`config.mk`:
```
export PLATFORM = sky130hd
export DESIGN_NAME = imu_frame_parser_flat
export DESIGN_NICKNAME = d
export VERILOG_FILES = /design/src/imu_fp_pkg.sv /design/src/imu_fp_in_if.sv /design/src/imu_fp_out_if.sv /design/src/imu_fp_collect.sv /design/src/imu_fp_decode.sv /design/src/imu_fp_stats.sv /design/src/imu_frame_parser.sv /design/src/flat_wrapper.sv
export SDC_FILE = /design/constraint.sdc
export NUM_CORES = 2
export LEC_CHECK = 0
export BUFFER_PORTS_ARGS = -buffer_cell sky130_fd_sc_hd__buf_4
export CORE_MARGIN = 5
export CORE_UTILIZATION = 40
export CTS_BUF_LIST = sky130_fd_sc_hd__clkbuf_16
export CTS_CLUSTER_DIAMETER = 100
export DETAILED_ROUTE_END_ITERATION = 6
export HOLD_SLACK_MARGIN = 0.06
export SKIP_LAST_GASP = 1
export SYNTH_ARGS = -nofsm -noshare
export SYNTH_HDL_FRONTEND = slang
export SYNTH_SLANG_ARGS = --single-unit
```
`constraint.sdc`:
```
create_clock -name clk -period 9.35 [get_ports clk]
set_clock_uncertainty 0.2 [all_clocks]
set_input_delay 0.935 -clock clk [delete_from_list [all_inputs] [get_ports clk]]
set_output_delay 0.935 -clock clk [all_outputs]
set_load 0.1 [all_outputs]
```
`src/imu_fp_pkg.sv`:
```
// Shared types and constants of the IMU frame parser.
package imu_fp_pkg;

  localparam int FRAME_STORE_DEPTH = 10;
  localparam int POS_WIDTH         = 4;
  localparam int CFG_INDEX_WIDTH   = 3;
  localparam int VALUE_WIDTH       = 32;
  localparam int TOTAL_WIDTH       = 32;
  localparam int LANES             = 4;

  // Byte positions in a frame; 0 means hunting for the header and 10 is the checksum byte.
  localparam logic [POS_WIDTH-1:0] POS_HUNT  = 4'd0;
  localparam logic [POS_WIDTH-1:0] POS_FIRST = 4'd1;
  localparam logic [POS_WIDTH-1:0] POS_CHECK = 4'd10;

  // Configuration register indexes.
  localparam logic [CFG_INDEX_WIDTH-1:0] REG_HEADER = 3'd0;
  localparam logic [CFG_INDEX_WIDTH-1:0] REG_ACCEL  = 3'd1;
  localparam logic [CFG_INDEX_WIDTH-1:0] REG_RATE   = 3'd2;
  localparam logic [CFG_INDEX_WIDTH-1:0] REG_ANGLE  = 3'd3;
  localparam logic [CFG_INDEX_WIDTH-1:0] REG_QUAT   = 3'd4;

  localparam logic [7:0] RESET_HEADER = 8'd85;
  localparam logic [7:0] RESET_ACCEL  = 8'd81;
  localparam logic [7:0] RESET_RATE   = 8'd82;
  localparam logic [7:0] RESET_ANGLE  = 8'd83;
  localparam logic [7:0] RESET_QUAT   = 8'd89;

  // Frame kinds as reported on the result channel.
  localparam logic [2:0] KIND_BAD   = 3'd0;
  localparam logic [2:0] KIND_ACCEL = 3'd1;
  localparam logic [2:0] KIND_RATE  = 3'd2;
  localparam logic [2:0] KIND_ANGLE = 3'd3;
  localparam logic [2:0] KIND_QUAT  = 3'd4;

  // Q16.16 scale factors: 9.80665 * 16 * 65536 / 32768 is 20084 / 64.
  localparam logic signed [VALUE_WIDTH-1:0] SCALE_ACCEL = 32'sd20084;
  localparam logic signed [VALUE_WIDTH-1:0] SCALE_RATE  = 32'sd4000;
  localparam logic signed [VALUE_WIDTH-1:0] SCALE_ANGLE = 32'sd360;
  localparam logic signed [VALUE_WIDTH-1:0] SCALE_QUAT  = 32'sd2;
  localparam int ACCEL_SHIFT = 6;

  typedef struct packed {
    logic [7:0] header_byte;
    logic [7:0] accel_type_code;
    logic [7:0] rate_type_code;
    logic [7:0] angle_type_code;
    logic [7:0] quat_type_code;
  } cfg_t;

  typedef struct packed {
    logic                   done;
    logic                   check_ok;
    logic [7:0]             type_byte;
    logic [LANES-1:0][15:0] words;
  } frame_t;

  typedef struct packed {
    logic [TOTAL_WIDTH-1:0] bad_total;
    logic [TOTAL_WIDTH-1:0] accel_total;
    logic [TOTAL_WIDTH-1:0] rate_total;
    logic [TOTAL_WIDTH-1:0] angle_total;
    logic [TOTAL_WIDTH-1:0] quat_total;
    logic [3:0]             update_mask;
  } stats_t;

  typedef struct packed {
    logic [2:0]                      frame_kind;
    logic [LANES-1:0][VALUE_WIDTH-1:0] values;
    stats_t                          stats;
  } result_t;

endpackage

```
`src/imu_fp_in_if.sv`:
```
// Byte channel into the IMU frame parser.
interface imu_fp_in_if;
  logic       valid;
  logic       ready;
  logic [7:0] rx_byte;
  logic       clear_updates;

  modport source (output valid, output rx_byte, output clear_updates, input ready);
  modport sink   (input valid, input rx_byte, input clear_updates, output ready);
endinterface

```
`src/imu_fp_out_if.sv`:
```
// Result channel out of the IMU frame parser.
interface imu_fp_out_if;
  logic               valid;
  logic               ready;
  logic [2:0]         frame_kind;
  logic signed [31:0] value_a;
  logic signed [31:0] value_b;
  logic signed [31:0] value_c;
  logic signed [31:0] value_d;
  logic [31:0]        bad_total;
  logic [31:0]        accel_total;
  logic [31:0]        rate_total;
  logic [31:0]        angle_total;
  logic [31:0]        quat_total;
  logic [3:0]         update_mask;

  modport source (output valid, output frame_kind, output value_a, output value_b,
                  output value_c, output value_d, output bad_total, output accel_total,
                  output rate_total, output angle_total, output quat_total,
                  output update_mask, input ready);
  modport sink   (input valid, input frame_kind, input value_a, input value_b,
                  input value_c, input value_d, input bad_total, input accel_total,
                  input rate_total, input angle_total, input quat_total,
                  input update_mask, output ready);
endinterface

```
`src/imu_fp_collect.sv`:
```
// Header hunt, byte collection and running checksum of the frame parser.
module imu_fp_collect (
  input  logic                    clk,
  input  logic                    rst_n,
  input  logic                    accept,
  input  logic [7:0]              rx_byte,
  input  logic [7:0]              header_byte,
  output logic                    at_check,
  output imu_fp_pkg::frame_t      frame
);
  import imu_fp_pkg::*;

  logic [POS_WIDTH-1:0] pos_r, pos_nxt;
  logic [7:0]           sum_r, sum_nxt;
  logic [FRAME_STORE_DEPTH-1:0][7:0] store_r;
  logic                 hunting;
  logic                 store_we;

  assign hunting  = (pos_r == POS_HUNT) || (pos_r > POS_CHECK);
  assign at_check = (pos_r == POS_CHECK);

  always_comb begin
    pos_nxt  = pos_r;
    sum_nxt  = sum_r;
    store_we = 1'b0;
    if (accept) begin
      if (hunting) begin
        pos_nxt = POS_HUNT;
        if (rx_byte == header_byte) begin
          pos_nxt  = POS_FIRST;
          sum_nxt  = rx_byte;
          store_we = 1'b1;
        end
      end else if (pos_r < POS_CHECK) begin
        pos_nxt  = pos_r + POS_FIRST;
        sum_nxt  = sum_r + rx_byte;
        store_we = 1'b1;
      end else begin
        pos_nxt = POS_HUNT;
      end
    end
  end

  always_ff @(posedge clk) begin
    if (!rst_n) begin
      pos_r <= POS_HUNT;
      sum_r <= 8'd0;
    end else begin
      pos_r <= pos_nxt;
      sum_r <= sum_nxt;
    end
  end

  // While hunting the header lands in entry zero, as the index is then forced to POS_HUNT.
  always_ff @(posedge clk) begin
    if (store_we) begin
      store_r[hunting ? POS_HUNT : pos_r] <= rx_byte;
    end
  end

  always_comb begin
    frame.done      = accept && at_check;
    frame.check_ok  = (store_r[0] == header_byte) && (sum_r == rx_byte);
    frame.type_byte = store_r[1];
    for (int i = 0; i < LANES; i++) begin
      frame.words[i] = {store_r[3 + 2 * i], store_r[2 + 2 * i]};
    end
  end

endmodule

```
`src/imu_fp_decode.sv`:
```
// Type decode and Q16.16 scaling of a completed frame.
module imu_fp_decode (
  input  imu_fp_pkg::cfg_t                       cfg,
  input  imu_fp_pkg::frame_t                     frame,
  output logic [2:0]                             kind,
  output logic [imu_fp_pkg::LANES-1:0][31:0]     values
);
  import imu_fp_pkg::*;

  logic signed [VALUE_WIDTH-1:0] factor;
  logic signed [VALUE_WIDTH-1:0] prod [LANES];
  logic signed [15:0]            word [LANES];

  always_comb begin
    kind = KIND_BAD;
    if (frame.check_ok) begin
      // First match wins where type codes are equal.
      if (frame.type_byte == cfg.accel_type_code)      kind = KIND_ACCEL;
      else if (frame.type_byte == cfg.rate_type_code)  kind = KIND_RATE;
      else if (frame.type_byte == cfg.angle_type_code) kind = KIND_ANGLE;
      else if (frame.type_byte == cfg.quat_type_code)  kind = KIND_QUAT;
    end
  end

  always_comb begin
    case (kind)
      KIND_ACCEL: factor = SCALE_ACCEL;
      KIND_RATE:  factor = SCALE_RATE;
      KIND_ANGLE: factor = SCALE_ANGLE;
      KIND_QUAT:  factor = SCALE_QUAT;
      default:    factor = '0;
    endcase
  end

  // Products stay below 2^31; the arithmetic shift floors the acceleration.
  always_comb begin
    for (int i = 0; i < LANES; i++) begin
      word[i] = signed'(frame.words[i]);
      prod[i] = 32'(word[i]) * factor;
      if (kind == KIND_ACCEL) begin
        values[i] = prod[i] >>> ACCEL_SHIFT;
      end else begin
        values[i] = prod[i];
      end
    end
    if (kind != KIND_QUAT) begin
      values[LANES-1] = '0;
    end
  end

endmodule

```
`src/imu_fp_stats.sv`:
```
// Frame counters and the sticky update mask.
module imu_fp_stats #(
  parameter int COUNTER_WIDTH = 32
) (
  input  logic               clk,
  input  logic               rst_n,
  input  logic               accept,
  input  logic               clear_updates,
  input  logic               done,
  input  logic [2:0]         kind,
  output imu_fp_pkg::stats_t stats
);
  import imu_fp_pkg::*;

  logic [COUNTER_WIDTH-1:0] bad_r, bad_nxt;
  logic [COUNTER_WIDTH-1:0] accel_r, accel_nxt;
  logic [COUNTER_WIDTH-1:0] rate_r, rate_nxt;
  logic [COUNTER_WIDTH-1:0] angle_r, angle_nxt;
  logic [COUNTER_WIDTH-1:0] quat_r, quat_nxt;
  logic [3:0]               mask_r, mask_nxt;
  logic [3:0]               mask_set;

  always_comb begin
    bad_nxt   = bad_r;
    accel_nxt = accel_r;
    rate_nxt  = rate_r;
    angle_nxt = angle_r;
    quat_nxt  = quat_r;
    mask_set  = 4'b0000;
    if (done) begin
      case (kind)
        KIND_ACCEL: begin
          accel_nxt = accel_r + 1'b1;
          mask_set  = 4'b0001;
        end
        KIND_RATE: begin
          rate_nxt = rate_r + 1'b1;
          mask_set = 4'b0010;
        end
        KIND_ANGLE: begin
          angle_nxt = angle_r + 1'b1;
          mask_set  = 4'b0100;
        end
        KIND_QUAT: begin
          quat_nxt = quat_r + 1'b1;
          mask_set = 4'b1000;
        end
        default: begin
          bad_nxt = bad_r + 1'b1;
        end
      endcase
    end
    // Clearing comes before this item's own bit is set.
    mask_nxt = mask_r;
    if (accept) begin
      mask_nxt = ((clear_updates) ? 4'b0000 : mask_r) | mask_set;
    end
  end

  always_ff @(posedge clk) begin
    if (!rst_n) begin
      bad_r   <= '0;
      accel_r <= '0;
      rate_r  <= '0;
      angle_r <= '0;
      quat_r  <= '0;
      mask_r  <= 4'b0000;
    end else begin
      bad_r   <= bad_nxt;
      accel_r <= accel_nxt;
      rate_r  <= rate_nxt;
      angle_r <= angle_nxt;
      quat_r  <= quat_nxt;
      mask_r  <= mask_nxt;
    end
  end

  always_comb begin
    stats.bad_total   = TOTAL_WIDTH'(bad_nxt);
    stats.accel_total = TOTAL_WIDTH'(accel_nxt);
    stats.rate_total  = TOTAL_WIDTH'(rate_nxt);
    stats.angle_total = TOTAL_WIDTH'(angle_nxt);
    stats.quat_total  = TOTAL_WIDTH'(quat_nxt);
    stats.update_mask = mask_nxt;
  end

endmodule

```
`src/imu_frame_parser.sv`:
```
// Top level of the sum-checked 11-byte IMU frame parser.
//
// in_ch carries one received byte per item, with a flag that clears the
// sticky update mask before that byte is handled. out_ch carries one result
// item per completed frame: its kind (zero for a bad frame), four Q16.16
// values, the wrapping frame counters and the update mask after that frame.
// Bytes that do not complete a frame give no result.
// One byte is taken in every cycle but while a checksum byte is held off. The result
// of a frame appears in the output register in the cycle after its checksum byte is
// taken; the decode, one multiplier per word and the counter update sit between the
// frame store and that register.
// While a result waits in the output register, ordinary bytes are still
// taken; only a checksum byte is held off until the receiver takes the
// waiting result. cfg_we writes the register at cfg_index with cfg_data;
// indexes beyond the last register are ignored.
// Synchronous reset returns the parser to header hunting, clears counters,
// mask and the output valid flag and loads the default type codes.
module imu_frame_parser #(
  parameter int COUNTER_WIDTH = 32
) (
  input  logic                                  clk,
  input  logic                                  rst_n,
  imu_fp_in_if.sink                             in_ch,
  imu_fp_out_if.source                          out_ch,
  input  logic                                  cfg_we,
  input  logic [imu_fp_pkg::CFG_INDEX_WIDTH-1:0] cfg_index,
  input  logic [7:0]                            cfg_data
);
  import imu_fp_pkg::*;

  cfg_t    cfg_r;
  frame_t  frame;
  stats_t  stats;
  result_t res_r;
  logic    out_valid_r;
  logic    at_check;
  logic    in_accept;
  logic [2:0] kind;
  logic [LANES-1:0][VALUE_WIDTH-1:0] values;

  assign in_ch.ready = !out_valid_r || out_ch.ready || !at_check;
  assign in_accept   = in_ch.valid && in_ch.ready;

  always_ff @(posedge clk) begin
    if (!rst_n) begin
      cfg_r.header_byte     <= RESET_HEADER;
      cfg_r.accel_type_code <= RESET_ACCEL;
      cfg_r.rate_type_code  <= RESET_RATE;
      cfg_r.angle_type_code <= RESET_ANGLE;
      cfg_r.quat_type_code  <= RESET_QUAT;
    end else if (cfg_we) begin
      case (cfg_index)
        REG_HEADER: cfg_r.header_byte     <= cfg_data;
        REG_ACCEL:  cfg_r.accel_type_code <= cfg_data;
        REG_RATE:   cfg_r.rate_type_code  <= cfg_data;
        REG_ANGLE:  cfg_r.angle_type_code <= cfg_data;
        REG_QUAT:   cfg_r.quat_type_code  <= cfg_data;
        default: begin
        end
      endcase
    end
  end

  imu_fp_collect u_collect (
    .clk         (clk),
    .rst_n       (rst_n),
    .accept      (in_accept),
    .rx_byte     (in_ch.rx_byte),
    .header_byte (cfg_r.header_byte),
    .at_check    (at_check),
    .frame       (frame)
  );

  imu_fp_decode u_decode (
    .cfg    (cfg_r),
    .frame  (frame),
    .kind   (kind),
    .values (values)
  );

  imu_fp_stats #(
    .COUNTER_WIDTH (COUNTER_WIDTH)
  ) u_stats (
    .clk           (clk),
    .rst_n         (rst_n),
    .accept        (in_accept),
    .clear_updates (in_ch.clear_updates),
    .done          (frame.done),
    .kind          (kind),
    .stats         (stats)
  );

  always_ff @(posedge clk) begin
    if (!rst_n) begin
      out_valid_r <= 1'b0;
    end else if (frame.done) begin
      out_valid_r <= 1'b1;
    end else if (out_ch.ready) begin
      out_valid_r <= 1'b0;
    end
  end

  always_ff @(posedge clk) begin
    if (frame.done) begin
      res_r.frame_kind <= kind;
      res_r.values     <= values;
      res_r.stats      <= stats;
    end
  end

  assign out_ch.valid       = out_valid_r;
  assign out_ch.frame_kind  = res_r.frame_kind;
  assign out_ch.value_a     = signed'(res_r.values[0]);
  assign out_ch.value_b     = signed'(res_r.values[1]);
  assign out_ch.value_c     = signed'(res_r.values[2]);
  assign out_ch.value_d     = signed'(res_r.values[3]);
  assign out_ch.bad_total   = res_r.stats.bad_total;
  assign out_ch.accel_total = res_r.stats.accel_total;
  assign out_ch.rate_total  = res_r.stats.rate_total;
  assign out_ch.angle_total = res_r.stats.angle_total;
  assign out_ch.quat_total  = res_r.stats.quat_total;
  assign out_ch.update_mask = res_r.stats.update_mask;

endmodule

```
`src/flat_wrapper.sv`:
```
// flat-port wrapper written by rule: the top's interface ports become plain ports
module imu_frame_parser_flat import imu_fp_pkg::*;
#(
  parameter int COUNTER_WIDTH = 32
)
  (clk, rst_n, cfg_we, cfg_index, cfg_data, in_ch_valid, in_ch_rx_byte, in_ch_clear_updates, in_ch_ready, out_ch_valid, out_ch_frame_kind, out_ch_value_a, out_ch_value_b, out_ch_value_c, out_ch_value_d, out_ch_bad_total, out_ch_accel_total, out_ch_rate_total, out_ch_angle_total, out_ch_quat_total, out_ch_update_mask, out_ch_ready);
  imu_fp_in_if in_ch_i ();
  imu_fp_out_if out_ch_i ();
  input  logic clk;
  input  logic rst_n;
  input  logic cfg_we;
  input  logic [imu_fp_pkg::CFG_INDEX_WIDTH-1:0] cfg_index;
  input  logic [7:0] cfg_data;
  input wire logic [$bits(in_ch_i.valid)-1:0] in_ch_valid;
  input wire logic [$bits(in_ch_i.rx_byte)-1:0] in_ch_rx_byte;
  input wire logic [$bits(in_ch_i.clear_updates)-1:0] in_ch_clear_updates;
  output wire logic [$bits(in_ch_i.ready)-1:0] in_ch_ready;
  output wire logic [$bits(out_ch_i.valid)-1:0] out_ch_valid;
  output wire logic [$bits(out_ch_i.frame_kind)-1:0] out_ch_frame_kind;
  output wire logic [$bits(out_ch_i.value_a)-1:0] out_ch_value_a;
  output wire logic [$bits(out_ch_i.value_b)-1:0] out_ch_value_b;
  output wire logic [$bits(out_ch_i.value_c)-1:0] out_ch_value_c;
  output wire logic [$bits(out_ch_i.value_d)-1:0] out_ch_value_d;
  output wire logic [$bits(out_ch_i.bad_total)-1:0] out_ch_bad_total;
  output wire logic [$bits(out_ch_i.accel_total)-1:0] out_ch_accel_total;
  output wire logic [$bits(out_ch_i.rate_total)-1:0] out_ch_rate_total;
  output wire logic [$bits(out_ch_i.angle_total)-1:0] out_ch_angle_total;
  output wire logic [$bits(out_ch_i.quat_total)-1:0] out_ch_quat_total;
  output wire logic [$bits(out_ch_i.update_mask)-1:0] out_ch_update_mask;
  input wire logic [$bits(out_ch_i.ready)-1:0] out_ch_ready;
  assign in_ch_i.valid = in_ch_valid;
  assign in_ch_i.rx_byte = in_ch_rx_byte;
  assign in_ch_i.clear_updates = in_ch_clear_updates;
  assign in_ch_ready = in_ch_i.ready;
  assign out_ch_valid = out_ch_i.valid;
  assign out_ch_frame_kind = out_ch_i.frame_kind;
  assign out_ch_value_a = out_ch_i.value_a;
  assign out_ch_value_b = out_ch_i.value_b;
  assign out_ch_value_c = out_ch_i.value_c;
  assign out_ch_value_d = out_ch_i.value_d;
  assign out_ch_bad_total = out_ch_i.bad_total;
  assign out_ch_accel_total = out_ch_i.accel_total;
  assign out_ch_rate_total = out_ch_i.rate_total;
  assign out_ch_angle_total = out_ch_i.angle_total;
  assign out_ch_quat_total = out_ch_i.quat_total;
  assign out_ch_update_mask = out_ch_i.update_mask;
  assign out_ch_i.ready = out_ch_ready;
  imu_frame_parser #(.COUNTER_WIDTH(COUNTER_WIDTH)) u_core (.clk(clk), .rst_n(rst_n), .in_ch(in_ch_i), .out_ch(out_ch_i), .cfg_we(cfg_we), .cfg_index(cfg_index), .cfg_data(cfg_data));
endmodule
```
# After elaboration in Yosys (flattened, before gate mapping)
# Cells that the tools add are included.
word_totals:
  reg_bits: 592
  inputBits: 25
  output_inout_bits: 297
op_classes:
  add_sub_neg: 7
  multipliers: 4
  magnitude_cmp: 4
  n_eq_ne: 18
  muxes: 40
  bitwise: 1
  reduce_logical: 20
ops:
  columns: ["cell", "count"]
  rows:
  - ["$mux 32", 10]
  - ["$add 32x1->32 const B", 5]
  - ["$mul 16x16->32", 4]
  - ["$mux 31", 4]
  - ["$bwmux 80", 1]
  - ["$pmux 15 s4", 1]
  - ["$eq 8x8->1", 7]
  - ["$demux 8 s4", 1]
  - ["$mux 8", 4]
  - ["$mux 4", 6]
  - ["$pmux 4 s4", 1]
  - ["$mux 3", 5]
  - ["$eq 3x2->1 const B", 4]
  - ["$reduce_and 2->1", 5]
  - ["$add 8x8->8", 1]
  - ["$mux 1", 7]
  - ["$eq 3x1->1 const B", 2]
  - ["$eq 3x3->1 const B", 2]
  - ["$lt 4x5->1 const B", 1]
  - ["$add 4x1->4 const B", 1]
  - ["$eq 4x4->1 const B", 1]
  - ["$ge 4x1->1 const B", 1]
  - ["$gt 4x4->1 const B", 1]
  - ["$logic_and 1x1->1", 4]
  - ["other kinds (11)", 15]

# Logic depth before layout (Yosys ltp)
logic_depth:
  ltp_word: 11
  mapped_depth: 34
  depth_no_buf: 30

# Hierarchy
# Synthesis repeated with hierarchy kept, for this count alone.
unflattened:
  cells_unflattened: 5484
  area_unflattened_um2: 55189.2
by_module_without_submodules:
  columns: ["mod", "n_inst", "cells_each", "area_each_um2"]
  rows:
  - ["imu_fp_decode", 1, 3609, 31298.8]
  - ["imu_frame_parser", 1, 451, 10498.8]
  - ["imu_fp_stats", 1, 1105, 9131.3]
  - ["imu_fp_collect", 1, 319, 4260.3]

# Least setup slack after synthesis
# Ideal clock, no wire load.
synth_timing:
  kind: "input to register"
  startpoint: "input port out_ch_ready"
  endpoint: "register u_core.res_r, in the netlist u_core.out_ch.bad_total[26] (data pin)"
  setup_ps: 262
  arrival_ps: 9280
  t_required_ps: 8888
  slack_ps: -392
  path_stages: 8
  n_path_buf: 1
  path_cell_list: "nand2b_1 -> nand3_1 -> inv_1 -> nand3_1 -> or2_2 -> clkbuf_1 -> nand2b_1 -> xnor2_1"
synth_rtl:
  columns: ["element", "line", "text"]
  rows:
  - ["start: declaration", "flat_wrapper.sv:30", "input wire logic [$bits(out_ch_i.ready)-1:0] out_ch_ready;"]
  - ["end: declaration", "imu_frame_parser.sv:34", "result_t res_r;"]

==> results.py <==
metrics = {
    "pwr": {
        "vdd_drop_max_uv": 159,
        "power.density_cell_area_nw_per_um2": 90.7,
        "totalPowerFinal_mw": 5.63,
        "static-leakage-power_nw": 32.2,
    },
    "critical_path": {
        "cpMostUsedCell": "sky130_fd_sc_hd__fa_1",
        "critPathLaunchType": "input port",
        "cp_top_family": "adder cells",
        "critical_path.max_stage_delay_ns": 0.54,
        "setup.worst_path.class": "in2reg",
        "crit_slowest_cell": "sky130_fd_sc_hd__fa_1",
        "worstPathRequired_ns": 9.57,
        "worstRegToRegCells": 30,
        "flop_to_flop_setup_slack_ns": 0.62,
        "total_buffers_and_inverters_traversed_by_the_critical_path": 9,
        "worstPathMaxFanout": 8,
        "stages_on_worst_setup_path": 31,
        "end_kind": "flop",
        "arrival_ns": 9.08,
    },
    "place": {
        "port-buffer-count": 321,
        "globalplace.congestion": 0.870,
        "detailed_placer_s_ending_hpwl_um": 105000,
    },
    "sta": {
        "worst_slew_margin_rel_pct": 19.7,
        "rsz0062_at_grt": "no",
        "setup_viol": 0,
        "hold_slack_final_ns": 0.278,
        "final_min_period_over_clock_period_pct": 94.8,
        "drv_slew": 0,
        "min_period_ns": 8.86,
        "finalHoldViolCount": 0,
        "timing_worst_slew_pin_value_ns": 1.20,
        "achievable_clock_frequency_mhz": 113,
    },
    "synth": {
        "yosys_warnings": 0,
        "synth_enable_flop_cells": 375,
        "mappedNetlistNets": 6405,
        "synth-seq-area-share_pct": 29.3,
        "async_reset_ff_share_pct": 0,
        "yosysUniqueCellTypes": 69,
        "post_synth_instance_area_sq_um": 53200,
        "syn-instance-count": 5208,
        "synth_register_bits": 592,
        "syn-mean-instance-area_sq_um": 10.2,
        "synth-main-ff-cell": "sky130_fd_sc_hd__edfxtp_1",
    },
    "die": {
        "floorplan.initialDensity_pct": 40.4,
        "rows": 133,
        "dieHeight_um": 375,
        "die_w_um": 375,
        "io-pin-count": 322,
        "die_area_sq_um": 140000,
        "fp.coreArea_sq_um": 132000,
    },
    "route": {
        "route.detailed.drc": 0,
        "routedWlPerCell_um": 17.0,
        "num_vias": 36300,
        "wirelength_um": 129000,
        "drt-pass1-iter-count": 5,
        "detail-route-antenna-nets": 0,
        "drtIter0Drc": 1848,
        "routed_via_density": 4.78,
    },
    "outcome": {
        "status": "finished clean",
    },
    "layout": {
        "largest_register_ff_count": 72,
        "layout_commonest_cell": "sky130_fd_sc_hd__inv_1",
        "regArea_sq_um": 15600,
        "layout-area-overhead-vs-synth_pct": 16.8,
        "drive_gt1_share_pct": 13.7,
        "fin_nets": 6976,
        "multi_input_comb_area_sq_um": 33100,
        "filler_cell_count": 12400,
        "postLayoutCoreUtil_pct": 47.1,
        "most_frequent_cells_in_the_layout": "1,119 x sky130_fd_sc_hd__inv_1, 713 x sky130_fd_sc_hd__fa_1, 620 x sky130_fd_sc_hd__buf_4",
    },
    "clock_tree": {
        "tritoncts": "done",
        "tritoncts.num_buffers": 70,
        "root_buffer": "sky130_fd_sc_hd__clkbuf_16",
        "h_tree_level_count": 3,
        "worstSkewPairLatency_ns": 0.68,
        "clock_sinks": 592,
        "clk_pin_slew_worst_setup_hold_paths_ns": 0.06,
        "max_root_sink_buffers": 3,
        "post_cts.repair.setup_buffers": 0,
    },
    "grt": {
        "globalRouteMet1Util_pct": 24.5,
        "grt_start_max_net_pins": 111,
        "grtUsageTotal_pct": 18.5,
        "globalRoute.busiestLayer": "met2",
        "antenna_found_initial": 9,
        "grt_overflow": 0,
        "grtUsageMet2_pct": 30.4,
        "met3_usage_pct": 5.01,
        "first_global_vias": 38500,
        "grt_pass1_wl_um": 208000,
    },
    "flow_run": {
        "drv_cap": 0,
    },
    "worst_hold_path": {
        "holdCritPathClass": "reg2reg",
        "holdPathStages": 2,
    },
}
## synth_stat cells (4+ instances only)
master | number | share of area [%]
sky130_fd_sc_hd__nand3_1 | 91 | 0.86
sky130_fd_sc_hd__mux2_2 | 24 | 0.51
sky130_fd_sc_hd__nor3b_1 | 6 | 0.085
sky130_fd_sc_hd__and2_1 | 340 | 4.0
sky130_fd_sc_hd__mux2i_1 | 8 | 0.15
sky130_fd_sc_hd__nand2b_1 | 29 | 0.34
sky130_fd_sc_hd__o21ai_0 | 113 | 1.1
sky130_fd_sc_hd__fa_1 | 713 | 27
sky130_fd_sc_hd__nand3b_1 | 5 | 0.071
sky130_fd_sc_hd__nand2_1 | 594 | 4.2
sky130_fd_sc_hd__ha_1 | 459 | 11
sky130_fd_sc_hd__nor2b_1 | 12 | 0.14
sky130_fd_sc_hd__dfxtp_1 | 217 | 8.2
sky130_fd_sc_hd__inv_1 | 1100 | 7.8
sky130_fd_sc_hd__nor2_1 | 143 | 1.0
sky130_fd_sc_hd__o31ai_1 | 7 | 0.099
sky130_fd_sc_hd__o21a_1 | 7 | 0.099
sky130_fd_sc_hd__a21o_1 | 59 | 0.83
sky130_fd_sc_hd__a211oi_1 | 15 | 0.21
sky130_fd_sc_hd__edfxtp_1 | 375 | 21
sky130_fd_sc_hd__o211a_1 | 5 | 0.094
sky130_fd_sc_hd__clkbuf_1 | 112 | 0.79
sky130_fd_sc_hd__xnor2_1 | 185 | 3.0
sky130_fd_sc_hd__buf_1 | 9 | 0.064
sky130_fd_sc_hd__o22ai_1 | 4 | 0.047
sky130_fd_sc_hd__a31oi_1 | 16 | 0.19
sky130_fd_sc_hd__or3_1 | 5 | 0.059
sky130_fd_sc_hd__a21oi_1 | 114 | 1.1
sky130_fd_sc_hd__xor2_1 | 146 | 2.4
sky130_fd_sc_hd__and4_1 | 8 | 0.13
sky130_fd_sc_hd__nor4_1 | 16 | 0.19
sky130_fd_sc_hd__o211ai_1 | 9 | 0.13
sky130_fd_sc_hd__a21boi_0 | 26 | 0.37
sky130_fd_sc_hd__nand4_1 | 46 | 0.54
sky130_fd_sc_hd__o21bai_1 | 14 | 0.20
sky130_fd_sc_hd__and3_1 | 58 | 0.68
sky130_fd_sc_hd__nor3_1 | 36 | 0.34
sky130_fd_sc_hd__or2_2 | 30 | 0.35
## tightest hold or removal path, delay by kind of cell, from the launching register on
family | cells | cell delay [ns]
flops | 1 | 0.31
compound gates | 1 | 0.06
simple gates | 1 | 0.05
## power by group
| group | total, mW | internal (mW) | leakage, nW | switching, mW |
|---|---|---|---|---|
| clock | 2.80 | 1.60 | 1.22 | 1.19 |
| sequential | 2.76 | 2.76 | 5.24 | 0.00387 |
| combinational | 0.0758 | 0.0249 | 25.7 | 0.0509 |
| total | 5.63 | 4.39 | 32.2 | 1.25 |
## what timing repair did
item,4_1_cts,5_1_grt
endpoints found under the setup margin,0,29
hold buffers,0,0
gates resized for setup,0,2
## path summary, 6_finish.rpt
check,start,endpoint
hold reg to reg,u_core.cfg_r[26],u_core.cfg_r[26]
setup / recovery,in_ch_rx_byte[2],u_core.out_ch.value_a[28]
hold / removal,u_core.cfg_r[26],u_core.cfg_r[26]
setup reg to reg,u_core.u_collect.sum_r[2],u_core.out_ch.value_a[28]
## layer usage
layer,vias to the layer above,wire (um)
met5,-,13
met4,2,2850
met3,155,9300
met2,784,59800
met1,17900,57200
li1,17500,-
## logic make-up (layout without fill, tap and decap cells)
group	Yosys count	in the layout	share of synthesized area, %
compound gates	422	422	4.95
xor+xnor	331	331	5.45
fa+ha+maj	1172	1172	37.6
buf+inv	1225	1854	8.68
flops	592	592	29.3
mux	32	32	0.659
other cells	1	5	0.00705
simple gates	1433	1433	13.3
## cell type report
class | instances | share of cell area [%]
diodes | 4 | 0.0161
flip-flops and latches | 592 | 25.1
repair buffers | 623 | 7.59
inverters | 1101 | 6.66
clock buffers | 71 | 2.86
clock inverters | 59 | 0.973
multi-input cells | 3391 | 53.2
well taps | 1755 | 3.54
## per-stage QoR
step                cells  worst slack [ns]  TNS (ns)  area, sq um
floorplan            5208             0.177         0        53200
global placement     7462            -0.170     -4.36        59700
detailed placement   7462            -0.327     -9.17        59700
CTS                  7592             0.379         0        62100
global route         7592            0.0240         0        62100
finish               7596             0.489         0        62100
Power figures use the tool's default switching activity.
